<file path="src/sv/jetp_pkg.sv">
`timescale 1ns / 1ps

package jetp_pkg;

  localparam int FRAC_BITS = 24;
  localparam int MAX_ITER  = 1024;

  localparam int PIX_W  = 11;
  localparam int DIM_W  = 12;
  localparam int FIX_W  = 32;
  localparam int ZOOM_W = 32;
  localparam int LIM_W  = 11;
  localparam int ECNT_W = 10;
  localparam int CFG_W  = 32;
  localparam int IDX_W  = 3;

  // pixel offset from the frame center and its scaled magnitude
  localparam int OFS_W = PIX_W + 2;
  localparam int MAG_W = 13;

  // divider: magnitude shifted up by 16 + FRAC_BITS over zoom * dimension
  localparam int DIV_SHIFT = 16 + FRAC_BITS;
  localparam int NUM_W     = MAG_W + DIV_SHIFT;
  localparam int DEN_W     = ZOOM_W + DIM_W;
  localparam int DIV_CNT_W = $clog2(NUM_W + 1);

  // multiplier and post-shift widths
  localparam int OPD_W  = FIX_W + 1;
  localparam int PROD_W = 2 * OPD_W;
  localparam int SQ_W   = 2 * FIX_W;
  localparam int SH_W   = SQ_W - FRAC_BITS;
  localparam int SAT_W  = SH_W + 2;
  localparam int QM_W   = FIX_W + 1;
  localparam int QS_W   = FIX_W + 3;

  localparam logic [SQ_W-1:0] ESC_BOUND = SQ_W'(64'd5) << (2 * FRAC_BITS);

  localparam logic [IDX_W-1:0] REG_IMAGE_WIDTH     = 3'd0;
  localparam logic [IDX_W-1:0] REG_IMAGE_HEIGHT    = 3'd1;
  localparam logic [IDX_W-1:0] REG_ZOOM_FACTOR     = 3'd2;
  localparam logic [IDX_W-1:0] REG_OFFSET_RE       = 3'd3;
  localparam logic [IDX_W-1:0] REG_OFFSET_IM       = 3'd4;
  localparam logic [IDX_W-1:0] REG_CONST_RE        = 3'd5;
  localparam logic [IDX_W-1:0] REG_CONST_IM        = 3'd6;
  localparam logic [IDX_W-1:0] REG_ITERATION_LIMIT = 3'd7;

  localparam logic [DIM_W-1:0]         RST_WIDTH  = 12'd800;
  localparam logic [DIM_W-1:0]         RST_HEIGHT = 12'd600;
  localparam logic [ZOOM_W-1:0]        RST_ZOOM   = 32'd65536;
  localparam logic signed [FIX_W-1:0]  RST_C_RE   = -32'sd11744051;
  localparam logic signed [FIX_W-1:0]  RST_C_IM   = 32'sd4532385;
  localparam logic [LIM_W-1:0]         RST_LIMIT  = 11'd256;

  function automatic logic signed [FIX_W-1:0] sat32(input logic signed [SAT_W-1:0] v);
    logic [SAT_W-FIX_W:0] hi;
    hi = v[SAT_W-1:FIX_W-1];
    if ((&hi) || !(|hi)) begin
      return v[FIX_W-1:0];
    end else if (v[SAT_W-1]) begin
      return {1'b1, {(FIX_W-1){1'b0}}};
    end else begin
      return {1'b0, {(FIX_W-1){1'b1}}};
    end
  endfunction

endpackage

</file>
<file path="src/sv/julia_escape_time_pixel.sv">
`timescale 1ns / 1ps

// done goes high once both axes are mapped and the iterations have run
// (at most the limit); with a zero limit no iteration runs
// mapping: one 53-step bit-serial divide per axis; iteration: one shared multiplier
// throughput: one pixel at a time; a new start is taken in the cycle that done is high
// done is a one-cycle strobe; the receiver cannot stall the result
// rst (synchronous) returns to idle, drops done and loads the register defaults

module julia_escape_time_pixel (
  input  logic                          clk,
  input  logic                          rst,
  input  logic                          start,
  output logic                          busy,
  input  logic [jetp_pkg::PIX_W-1:0]    pixel_x,
  input  logic [jetp_pkg::PIX_W-1:0]    pixel_y,
  output logic                          done,
  output logic [jetp_pkg::PIX_W-1:0]    out_x,
  output logic [jetp_pkg::PIX_W-1:0]    out_y,
  output logic                          escaped,
  output logic [jetp_pkg::ECNT_W-1:0]   escape_count,
  input  logic                          cfg_we,
  input  logic [jetp_pkg::IDX_W-1:0]    cfg_addr,
  input  logic [jetp_pkg::CFG_W-1:0]    cfg_wdata
);
  import jetp_pkg::*;

  typedef enum logic [9:0] {
    ST_IDLE   = 10'b0000000001,
    ST_DEN    = 10'b0000000010,
    ST_DIVGO  = 10'b0000000100,
    ST_DIV    = 10'b0000001000,
    ST_SQ_RE  = 10'b0000010000,
    ST_SQ_IM  = 10'b0000100000,
    ST_CROSS  = 10'b0001000000,
    ST_MAG_RE = 10'b0010000000,
    ST_MAG_IM = 10'b0100000000,
    ST_TEST   = 10'b1000000000
  } state_t;

  state_t state;

  logic [DIM_W-1:0]        width_r;
  logic [DIM_W-1:0]        height_r;
  logic [ZOOM_W-1:0]       zoom_r;
  logic signed [FIX_W-1:0] off_re;
  logic signed [FIX_W-1:0] off_im;
  logic signed [FIX_W-1:0] c_re;
  logic signed [FIX_W-1:0] c_im;
  logic [LIM_W-1:0]        limit_r;

  logic [PIX_W-1:0]        px;
  logic [PIX_W-1:0]        py;
  logic                    axis;
  logic signed [OFS_W-1:0] d;
  logic                    den_zero;
  logic signed [FIX_W-1:0] re;
  logic signed [FIX_W-1:0] im;
  logic signed [SH_W-1:0]  rr;
  logic [SQ_W-1:0]         acc;
  logic [LIM_W-1:0]        iter;
  logic [LIM_W-1:0]        lim;

  logic signed [OPD_W-1:0]  mul_a;
  logic signed [OPD_W-1:0]  mul_b;
  logic signed [PROD_W-1:0] prod;

  logic [DIM_W-1:0]        dim_sel;
  logic [PIX_W-1:0]        pix_sel;
  logic signed [OFS_W-1:0] d_next;
  logic [OFS_W-1:0]        d_abs;
  logic [PIX_W-1:0]        a;
  logic [MAG_W-1:0]        mag_s;

  logic [NUM_W-1:0]        quo;
  logic                    div_fin;
  logic [QM_W-1:0]         qmag;
  logic signed [QS_W-1:0]  q_s;
  logic signed [FIX_W-1:0] pan;
  logic signed [FIX_W-1:0] map_val;

  logic signed [SH_W-1:0]  prod_sh;
  logic signed [SH_W:0]    prod_sh2;
  logic signed [FIX_W-1:0] nre;
  logic signed [FIX_W-1:0] nim;
  logic [SQ_W-1:0]         mag2;
  logic [LIM_W-1:0]        iter_inc;

  assign busy = (state != ST_IDLE);

  // configuration registers
  always_ff @(posedge clk) begin
    if (rst) begin
      width_r  <= RST_WIDTH;
      height_r <= RST_HEIGHT;
      zoom_r   <= RST_ZOOM;
      off_re   <= '0;
      off_im   <= '0;
      c_re     <= RST_C_RE;
      c_im     <= RST_C_IM;
      limit_r  <= RST_LIMIT;
    end else if (cfg_we) begin
      unique case (cfg_addr)
        REG_IMAGE_WIDTH:     width_r  <= cfg_wdata[DIM_W-1:0];
        REG_IMAGE_HEIGHT:    height_r <= cfg_wdata[DIM_W-1:0];
        REG_ZOOM_FACTOR:     zoom_r   <= cfg_wdata[ZOOM_W-1:0];
        REG_OFFSET_RE:       off_re   <= $signed(cfg_wdata[FIX_W-1:0]);
        REG_OFFSET_IM:       off_im   <= $signed(cfg_wdata[FIX_W-1:0]);
        REG_CONST_RE:        c_re     <= $signed(cfg_wdata[FIX_W-1:0]);
        REG_CONST_IM:        c_im     <= $signed(cfg_wdata[FIX_W-1:0]);
        REG_ITERATION_LIMIT: limit_r  <= cfg_wdata[LIM_W-1:0];
        default: ;
      endcase
    end
  end

  // pixel offset and scaled magnitude for the current axis
  always_comb begin
    dim_sel = axis ? height_r : width_r;
    pix_sel = axis ? py : px;
    d_next  = $signed({2'b00, pix_sel}) - $signed({2'b00, dim_sel[DIM_W-1:1]});
    d_abs   = d[OFS_W-1] ? OFS_W'(-d) : OFS_W'(d);
    a       = d_abs[PIX_W-1:0];
    if (axis) begin
      mag_s = {1'b0, a, 1'b0};
    end else begin
      mag_s = {2'b00, a} + {1'b0, a, 1'b0};
    end
  end

  // shared multiplier operand select
  always_comb begin
    unique case (state)
      ST_DEN: begin
        mul_a = $signed({1'b0, zoom_r});
        mul_b = $signed({{(OPD_W-DIM_W){1'b0}}, dim_sel});
      end
      ST_SQ_IM, ST_MAG_IM: begin
        mul_a = OPD_W'(im);
        mul_b = OPD_W'(im);
      end
      ST_CROSS: begin
        mul_a = OPD_W'(re);
        mul_b = OPD_W'(im);
      end
      default: begin
        mul_a = OPD_W'(re);
        mul_b = OPD_W'(re);
      end
    endcase
  end

  always_ff @(posedge clk) begin
    prod <= mul_a * mul_b;
  end

  jetp_div u_div (
    .clk (clk),
    .rst (rst),
    .go  (state == ST_DIVGO),
    .mag (mag_s),
    .den (prod[DEN_W-1:0]),
    .quo (quo),
    .fin (div_fin)
  );

  // quotient to mapped coordinate
  always_comb begin
    if (a == '0) begin
      qmag = '0;
    end else if (den_zero) begin
      qmag = QM_W'(33'h0_8000_0000);
    end else if (quo > NUM_W'(64'h1_0000_0000)) begin
      qmag = QM_W'(33'h1_0000_0000);
    end else begin
      qmag = quo[QM_W-1:0];
    end
    q_s     = d[OFS_W-1] ? -$signed({2'b00, qmag}) : $signed({2'b00, qmag});
    pan     = axis ? off_im : off_re;
    map_val = sat32(SAT_W'(q_s) + SAT_W'(pan));
  end

  // z squared plus c
  always_comb begin
    prod_sh  = $signed(prod[SQ_W-1:FRAC_BITS]);
    prod_sh2 = $signed(prod[SQ_W-1:FRAC_BITS-1]);
    nre      = sat32(SAT_W'(rr) - SAT_W'(prod_sh) + SAT_W'(c_re));
    nim      = sat32(SAT_W'(prod_sh2) + SAT_W'(c_im));
    mag2     = acc + prod[SQ_W-1:0];
    iter_inc = iter + 1'b1;
  end

  always_ff @(posedge clk) begin
    if (rst) begin
      state <= ST_IDLE;
      done  <= 1'b0;
    end else begin
      done <= 1'b0;
      unique case (state)
        ST_IDLE: begin
          if (start) begin
            px    <= pixel_x;
            py    <= pixel_y;
            axis  <= 1'b0;
            lim   <= (limit_r > LIM_W'(MAX_ITER)) ? LIM_W'(MAX_ITER) : limit_r;
            state <= ST_DEN;
          end
        end
        ST_DEN: begin
          d     <= d_next;
          state <= ST_DIVGO;
        end
        ST_DIVGO: begin
          den_zero <= (prod[DEN_W-1:0] == '0);
          state    <= ST_DIV;
        end
        ST_DIV: begin
          if (div_fin) begin
            if (!axis) begin
              re    <= map_val;
              axis  <= 1'b1;
              state <= ST_DEN;
            end else begin
              im <= map_val;
              if (lim == '0) begin
                done         <= 1'b1;
                out_x        <= px;
                out_y        <= py;
                escaped      <= 1'b0;
                escape_count <= '0;
                state        <= ST_IDLE;
              end else begin
                iter  <= '0;
                state <= ST_SQ_RE;
              end
            end
          end
        end
        ST_SQ_RE: begin
          state <= ST_SQ_IM;
        end
        ST_SQ_IM: begin
          rr    <= prod_sh;
          state <= ST_CROSS;
        end
        ST_CROSS: begin
          re    <= nre;
          state <= ST_MAG_RE;
        end
        ST_MAG_RE: begin
          im    <= nim;
          state <= ST_MAG_IM;
        end
        ST_MAG_IM: begin
          acc   <= prod[SQ_W-1:0];
          state <= ST_TEST;
        end
        ST_TEST: begin
          // re*re for the next iteration is already in the multiplier
          if (mag2 > ESC_BOUND) begin
            done         <= 1'b1;
            out_x        <= px;
            out_y        <= py;
            escaped      <= 1'b1;
            escape_count <= iter[ECNT_W-1:0];
            state        <= ST_IDLE;
          end else if (iter_inc == lim) begin
            done         <= 1'b1;
            out_x        <= px;
            out_y        <= py;
            escaped      <= 1'b0;
            escape_count <= '0;
            state        <= ST_IDLE;
          end else begin
            iter  <= iter_inc;
            state <= ST_SQ_IM;
          end
        end
        default: state <= ST_IDLE;
      endcase
    end
  end

`ifndef NO_ASSERTIONS
  a_done_idle: assert property (@(posedge clk) disable iff (rst)
    done |-> state == ST_IDLE)
    else $error("result strobe outside idle");
  a_no_esc_zero: assert property (@(posedge clk) disable iff (rst)
    done && !escaped |-> escape_count == '0)
    else $error("count set without escape");
  a_iter_in_range: assert property (@(posedge clk) disable iff (rst)
    state == ST_TEST |-> iter < lim)
    else $error("iteration index past limit");
  a_start_busy: assert property (@(posedge clk) disable iff (rst)
    start && !busy |=> busy)
    else $error("start transfer not taken");
  a_div_fin_state: assert property (@(posedge clk) disable iff (rst)
    div_fin |-> state == ST_DIV)
    else $error("divider finished outside mapping");
`endif

endmodule

</file>
<file path="src/sv/jetp_div.sv">
`timescale 1ns / 1ps

module jetp_div (
  input  logic                        clk,
  input  logic                        rst,
  input  logic                        go,
  input  logic [jetp_pkg::MAG_W-1:0]  mag,
  input  logic [jetp_pkg::DEN_W-1:0]  den,
  output logic [jetp_pkg::NUM_W-1:0]  quo,
  output logic                        fin
);
  import jetp_pkg::*;

  logic [NUM_W-1:0]     num_sh;
  logic [DEN_W-1:0]     rem;
  logic [DEN_W-1:0]     den_r;
  logic [DIV_CNT_W-1:0] cnt;
  logic                 running;

  logic [DEN_W:0]   rem_sh;
  logic [DEN_W:0]   diff;
  logic             qbit;
  logic [DEN_W-1:0] rem_next;

  // restoring division, one quotient bit per cycle
  always_comb begin
    rem_sh   = {rem, num_sh[NUM_W-1]};
    diff     = rem_sh - {1'b0, den_r};
    qbit     = !diff[DEN_W];
    rem_next = qbit ? diff[DEN_W-1:0] : rem_sh[DEN_W-1:0];
  end

  always_ff @(posedge clk) begin
    if (rst) begin
      running <= 1'b0;
      fin     <= 1'b0;
      cnt     <= '0;
    end else begin
      fin <= 1'b0;
      if (go) begin
        num_sh  <= {mag, {DIV_SHIFT{1'b0}}};
        rem     <= '0;
        quo     <= '0;
        den_r   <= den;
        cnt     <= DIV_CNT_W'(NUM_W);
        running <= 1'b1;
      end else if (running) begin
        rem    <= rem_next;
        quo    <= {quo[NUM_W-2:0], qbit};
        num_sh <= {num_sh[NUM_W-2:0], 1'b0};
        cnt    <= cnt - 1'b1;
        if (cnt == DIV_CNT_W'(1)) begin
          running <= 1'b0;
          fin     <= 1'b1;
        end
      end
    end
  end

`ifndef NO_ASSERTIONS
  a_rem_below_den: assert property (@(posedge clk) disable iff (rst)
    running && (den_r != '0) |-> rem < den_r)
    else $error("remainder not below divisor");
  a_fin_idle: assert property (@(posedge clk) disable iff (rst)
    fin |-> !running)
    else $error("finish while still running");
  a_last_step: assert property (@(posedge clk) disable iff (rst)
    running && !go && (cnt == DIV_CNT_W'(1)) |=> fin)
    else $error("missing finish after last step");
  a_go_loads: assert property (@(posedge clk) disable iff (rst)
    go |=> running && (cnt == DIV_CNT_W'(NUM_W)))
    else $error("start did not load the divider");
`endif

endmodule

</file>
<file path="config.mk">
export PLATFORM = sky130hd
export DESIGN_NAME = julia_escape_time_pixel
export DESIGN_NICKNAME = d
export VERILOG_FILES = /design/src/sv/jetp_pkg.sv /design/src/sv/julia_escape_time_pixel.sv /design/src/sv/jetp_div.sv
export SDC_FILE = /design/constraint.sdc
export NUM_CORES = 2
export LEC_CHECK = 0
export BUFFER_PORTS_ARGS = -buffer_cell sky130_fd_sc_hd__clkbuf_2
export CORE_MARGIN = 1
export CORE_UTILIZATION = 62
export CTS_BUF_LIST = sky130_fd_sc_hd__clkbuf_4 sky130_fd_sc_hd__clkbuf_8 sky130_fd_sc_hd__clkbuf_16
export DETAILED_ROUTE_END_ITERATION = 12
export PLACE_DENSITY_LB_ADDON = 0.05
export REMOVE_ABC_BUFFERS = 1
export SLEW_MARGIN = 20
export SYNTH_ARGS = -nofsm -noshare
export SYNTH_HDL_FRONTEND = slang
export SYNTH_SLANG_ARGS = --single-unit
</file>
<file path="constraint.sdc">
create_clock -name clk -period 13.38 [get_ports clk]
set_input_delay 2.676 -clock clk [delete_from_list [all_inputs] [get_ports clk]]
set_output_delay 2.676 -clock clk [all_outputs]
set_load 0.005 [all_outputs]
</file>
### After elaboration in Yosys (flattened, before gate mapping)

Cells that the tools add are included.

* bits in registers: 730
* input bits: 61
* logic and storage cells: 208

* multiplexer cells: 80
* add/sub/neg operators: 12
* reductions and logical operators: 46
* multiply operators: 1
* bitwise gates (word level): 2
* $lt $le $gt $ge: 3
* eq/ne operators: 29

Operators by type and width (count)
* two-way mux 32 bit: 11
* two-way mux 11 bit: 17
* two-way mux 53 bit: 3
* case mux 33 bit (2 select lines): 2
* case mux 32 bit (2 select lines): 2
* case mux 10 bit (10 select lines): 1
* two-way mux 33 bit: 3
* two-way mux 44 bit: 2
* adder 41 x 32 -> 42 bit: 2
* two-way mux 10 bit: 7
* case mux 11 bit (2 select lines): 3
* adder 64 bit: 1
* > comparator 64 x 51 -> 1 bit, second input constant: 1
* multiplier 33 x 33 -> 64 bit: 1
* > comparator 53 x 33 -> 1 bit, second input constant: 1
* subtractor 45 x 44 -> 45 bit: 1
* logical NOT 44 bit: 1
* subtractor 40 x 40 -> 41 bit: 1
* adder 35 x 32 -> 36 bit: 1
* two-way mux 35 bit: 1
* negator 33 -> 35 bit: 1
* AND reduction 11 bit: 3
* OR reduction 11 bit: 3
* AND reduction 2 bit: 14
* other kinds (44): 90

### Longest topological paths before layout

* depth in word-level cells: 14
* gate-level depth with buffers: 42
* mapped depth without buffers: 39

### Hierarchy

From an unflattened synthesis, not the netlist that was laid out.

* cells, all modules: 8842
* area total of the unflattened synthesis: 79568.8 um^2

Modules (own cells, without submodules)
* julia_escape_time_pixel: cells each 8102, instances 1, area an instance 70916.8 um^2, sequential area each 13182.6 um^2
* jetp_div: cells each 740, instances 1, area an instance 8652.0 um^2, sequential area each 4784.6 um^2

### Worst setup path after synthesis

Ideal clock, no wire load.

* kind: register to register
* from: reg state[2]
* to: reg prod[62]
* required time: 13.308 ns
* path slack: 3.586 ns
* stages on the path, launching flop included: 41
* data arrival time: 9.722 ns
* path buffers: 4
* period minus slack after synthesis: 9.794 ns
* cells stage by stage: dfxtp_1 -> nor2_1 -> nand2_1 -> nor3_1 -> nand3_2 -> nand2b_1 -> clkbuf_1 -> buf_1 -> nand2_1 -> o21ai_0 -> a21o_1 -> clkbuf_1 -> buf_1 -> nand2_1 -> fa_1 -> inv_1 -> fa_1 -> inv_1 -> [... 5 more ...] -> fa_1 -> inv_1 -> fa_1 -> inv_1 -> ha_1 -> a21o_1 -> a21o_1 -> a21o_1 -> a211oi_1 -> a22oi_1 -> nand3_1 -> o21ai_0 -> a41o_1 -> o2111ai_1 -> o31ai_1 -> a221o_1 -> a21oi_1 -> xnor2_1

* word-level cells in the longest chain between the ends: 4
* elaborated cells between the ends (all ways): 9
* those cells by class: 1 x mul; 4 x eq/ne; 2 x mux; 2 x reduce/logical

RTL lines
* start: declaration: RTL line julia_escape_time_pixel.sv:41 `state_t state;`
* start signal: assignment: RTL line julia_escape_time_pixel.sv:195 `state <= ST_IDLE;`
* start signal: assignment: RTL line julia_escape_time_pixel.sv:206 `state <= ST_DEN;`
* start signal: assignment: RTL line julia_escape_time_pixel.sv:211 `state <= ST_DIVGO;`
* equality test 10 x 9 -> 1 bit (tied with other cells): RTL line julia_escape_time_pixel.sv:133 `unique case (state)`
* OR reduction 3 bit (no source line) / OR reduction 2 bit (equally long branches)
* case mux 33 bit (2 select lines): RTL line julia_escape_time_pixel.sv:133
* multiplier 33 x 33 -> 64 bit (*): RTL line julia_escape_time_pixel.sv:154 `prod <= mul_a * mul_b;`
* end signal: assignment: RTL line julia_escape_time_pixel.sv:154
* end: declaration: RTL line julia_escape_time_pixel.sv:66 `logic signed [PROD_W-1:0] prod;`

Every way passes the cells marked *; elsewhere a longest branch is shown, timed or not.
A chain may end at the register's enable or synchronous reset.

### Final worst setup path

* from: reg state[2]
* to: reg prod[63]

Same word-level chain as after synthesis.

==> out/summary.log <==
INFO  worst_hold_path min_delay_path_depth=0
INFO  finish         post_route_cells_drive_above_1_share=6.78%
INFO  sta            finalSetupTns=0ns
INFO  synthesis      synth_top_cell_by_area=sky130_fd_sc_hd__fa_1
INFO  global_route   globalRouteOverflowTotal=0
INFO  floorplan      core_area=128000um2
INFO  clock_network  clockBufferDepth=3
INFO  floorplan      initial_utilization=62.5%
INFO  clock_network  htree_levels=3
INFO  synthesis      synth.cells.most_frequent=sky130_fd_sc_hd__inv_1, sky130_fd_sc_hd__fa_1, sky130_fd_sc_hd__nand2_1
INFO  worst_setup_path critical_path.reg2reg.startpoint=state[2]
INFO  run            cap_violations=0
INFO  worst_setup_path crit_type=reg2reg
INFO  synthesis      yosys-top-cells-area=sky130_fd_sc_hd__fa_1, sky130_fd_sc_hd__edfxtp_1, sky130_fd_sc_hd__ha_1
INFO  global_route   antenna_found_initial=22
INFO  worst_setup_path crit_path_max_incr_delay=1.04ns
INFO  clock_network  cts_hold_buffers=0
INFO  routing        drt_wl_total=266000um
INFO  worst_setup_path worstPathArrival=12.42ns
INFO  clock_network  clock_buffer_count_from_cts=82
INFO  placement      port_buffers=95
INFO  worst_hold_path hold_start=px[7]
INFO  floorplan      boundaryPins=96
INFO  synthesis      synth_seq_area_share=22.5%
INFO  synthesis      postSynthAreaPerCell=8.99um2
INFO  synthesis      post-synth-top-count-cell=sky130_fd_sc_hd__inv_1
INFO  synthesis      syn_area=79700um2
INFO  sta            rsz0062_at_grt=false
INFO  sta            period_needed=11.83ns
INFO  sta            fin_worst_skew=0.0539ns
INFO  floorplan      chipHeight=361um
INFO  sta            final-setup-viol-count=0
INFO  sta            final.hold.worst_slack=0.432ns
INFO  sta            slew_viol_final=0
INFO  global_route   maximum_number_of_pins_on_one_net_before_global_route_repair=173
INFO  floorplan      rows=131
INFO  sta            timing.max_slew.rel_slack=18.6%
INFO  synthesis      synth_cells=8865
INFO  worst_setup_path worst_setup_path_end_kind=flip-flop
INFO  worst_hold_path worstHoldEndpoint=out_x[7]
INFO  floorplan      floorplan.die_area=130000um2
INFO  routing        drt-pass1-iter-count=6
INFO  synthesis      synth_top_area_share=29.4%
INFO  worst_setup_path reg2reg_to=prod[63]
INFO  run_status     outcome=completed
INFO  sta            final.period_utilization=88.4%
INFO  worst_setup_path critical_path.startpoint=state[2]
INFO  worst_setup_path worstPathMaxFanout=20
INFO  routing        antenna_left=0
INFO  sta            timing_hold_violations_final=0
INFO  placement      gp_routability_congestion=1.03
INFO  placement      hpwlAfterDp=210000um
INFO  worst_setup_path crit_path_start_kind=flip-flop
INFO  synthesis      synth_edf_count=413
INFO  finish         utilization=67.0%
INFO  global_route   first_global_vias=65861
INFO  finish         nets=10509
INFO  worst_setup_path timing.critical_path.mode_cell=sky130_fd_sc_hd__fa_1
INFO  clock_network  cts_tree=yes
INFO  worst_setup_path timing.reg2reg.worst_path_depth=36
INFO  synthesis      synth_top_flop_cell=sky130_fd_sc_hd__edfxtp_1
INFO  clock_network  clock-root-buffer=sky130_fd_sc_hd__clkbuf_16
INFO  clock_network  clkTransAtPathRegs=0.06ns
INFO  routing        drt-vias-per-instance=6.15
INFO  worst_setup_path critical_path_required=13.97ns
INFO  sta            tightest_slew=1.22ns
INFO  clock_network  clock_sink_count=691
INFO  finish         area_delta_synth_final=7.27%
INFO  synthesis      async_set_reset_flop_share_out_of_synthesis=0%
INFO  global_route   grt_use_total=41.6%
INFO  worst_setup_path cell_with_the_largest_stage_delay_on_the_worst_path=sky130_fd_sc_hd__fa_1
INFO  clock_network  clk_latency=0.71ns
INFO  routing        wire_per_inst=25.2um
INFO  routing        drt_iter0_markers=6920
INFO  routing        detail_route.drc_violations=0
INFO  worst_setup_path regToRegSetupSlack=1.55ns
INFO  synthesis      synth.ff_latch_count=691
INFO  routing        num_vias=64905
INFO  clock_network  cts_setup_buffers=0
INFO  global_route   first_pass_grt_wire_length=403000um
INFO  floorplan      die_w=361um
INFO  clock_network  post_cts_resized=0
INFO  synthesis      synth_cell_type_count=102
INFO  synthesis      yosys_warnings=0
INFO  worst_hold_path holdCritPathClass=reg2reg
INFO  sta            max_freq=84.5MHz
[routing by layer]
metal	wire length, um	vias up	part of all wire, %	track usage, %
met4	21300	8	8.0	26.7
met2	117000	3492	44	64.0
met1	99100	32066	37	53.2
li1	-	28419	-	-
met5	51	-	0.019	0
met3	28500	920	11	9.39
[flip-flops by register name, indices dropped and copies added, names as in the netlist, 12 cells and up]
register / flops
acc: 64
c_im: 32
c_re: 32
d: 12
height_r: 12
im: 32
off_im: 32
off_re: 32
prod: 64
re: 32
rr: 40
u_div.den_r: 44
u_div.num_sh: 13
u_div.quo: 53
u_div.rem: 44
width_r: 12
zoom_r: 32
[per-stage QoR]
step | setup WS, ns | cell area, um2 | instances
after floorplan | -0.539 | 78100 | 8471
after global placement | 1.91 | 82400 | 10384
after detailed placement | 1.73 | 82400 | 10384
after CTS | 1.72 | 85400 | 10538
after global routing | 0.977 | 85500 | 10546
final | 1.55 | 85500 | 10551
[placed cells by master, fill, tap and decap left out, drive strengths merged, types with 16 or more instances in the layout]
cell type,instances
nor2b,53
dfxtp,278
nand2,1155
a21o,169
o211ai,32
a22oi,17
a211oi,48
o21ai,266
nand3,94
fa,1171
o31ai,16
xnor2,192
or3,27
a31oi,31
mux2i,61
and3,26
nor2,927
a21oi,556
nand4,54
xor2,112
mux2,44
a221o,41
inv,1486
ha,468
o21a,60
nand3b,43
nand2b,70
and2,127
nor3,84
clkbuf,201
buf,160
a221oi,42
nor4,43
or2,26
o21bai,48
edfxtp,413
clkinv,26
[cell type report]
type	instances	area, um2
tap	1662	2080
clock buffer	107	2370
inverter	1481	5560
antenna	10	25.0
timing repair buffer	254	1730
fill	10558	42000
sequential	691	18000
multi-input combinational	6299	55200
clock inverter	47	593
[worst max-delay path by stage]
| stage | endpoint | slack, ns | cells past startpoint |
|---|---|---|---|
| 2_1_floorplan | prod[62] | -0.54 | 33 |
| 3_3_place_gp | prod[63] | 1.91 | 36 |
| 3_5_place_dp | prod[63] | 1.73 | 36 |
| 4_1_cts | prod[63] | 1.72 | 36 |
| 5_1_grt | prod[63] | 0.98 | 36 |
| 6_report | prod[63] | 1.55 | 36 |
[critical path: cells and delay by family, from the launching register on]
family | cells | cell delay [ns]
adders and majority gates | 9 | 5.18
and+or+nand+nor | 9 | 2.27
AOI/OAI and AO/OA | 8 | 2.03
buffers and inverters | 9 | 1.79
DFF | 1 | 0.33
xor gates and xnor gates | 1 | 0.08
[kinds of logic after synthesis]
group | count (synthesis) | synth area share, %
simple gates | 2785 | 15.3
buf+inv | 1875 | 8.93
fa+ha+maj | 1639 | 36.8
compound gates | 1466 | 11.7
flops | 691 | 22.5
xor+xnor | 304 | 3.34
mux | 105 | 1.39
Power is left out: the tool's default activity adds up to more than one toggle a clock period on the data nets, which glitch-free logic cannot reach.
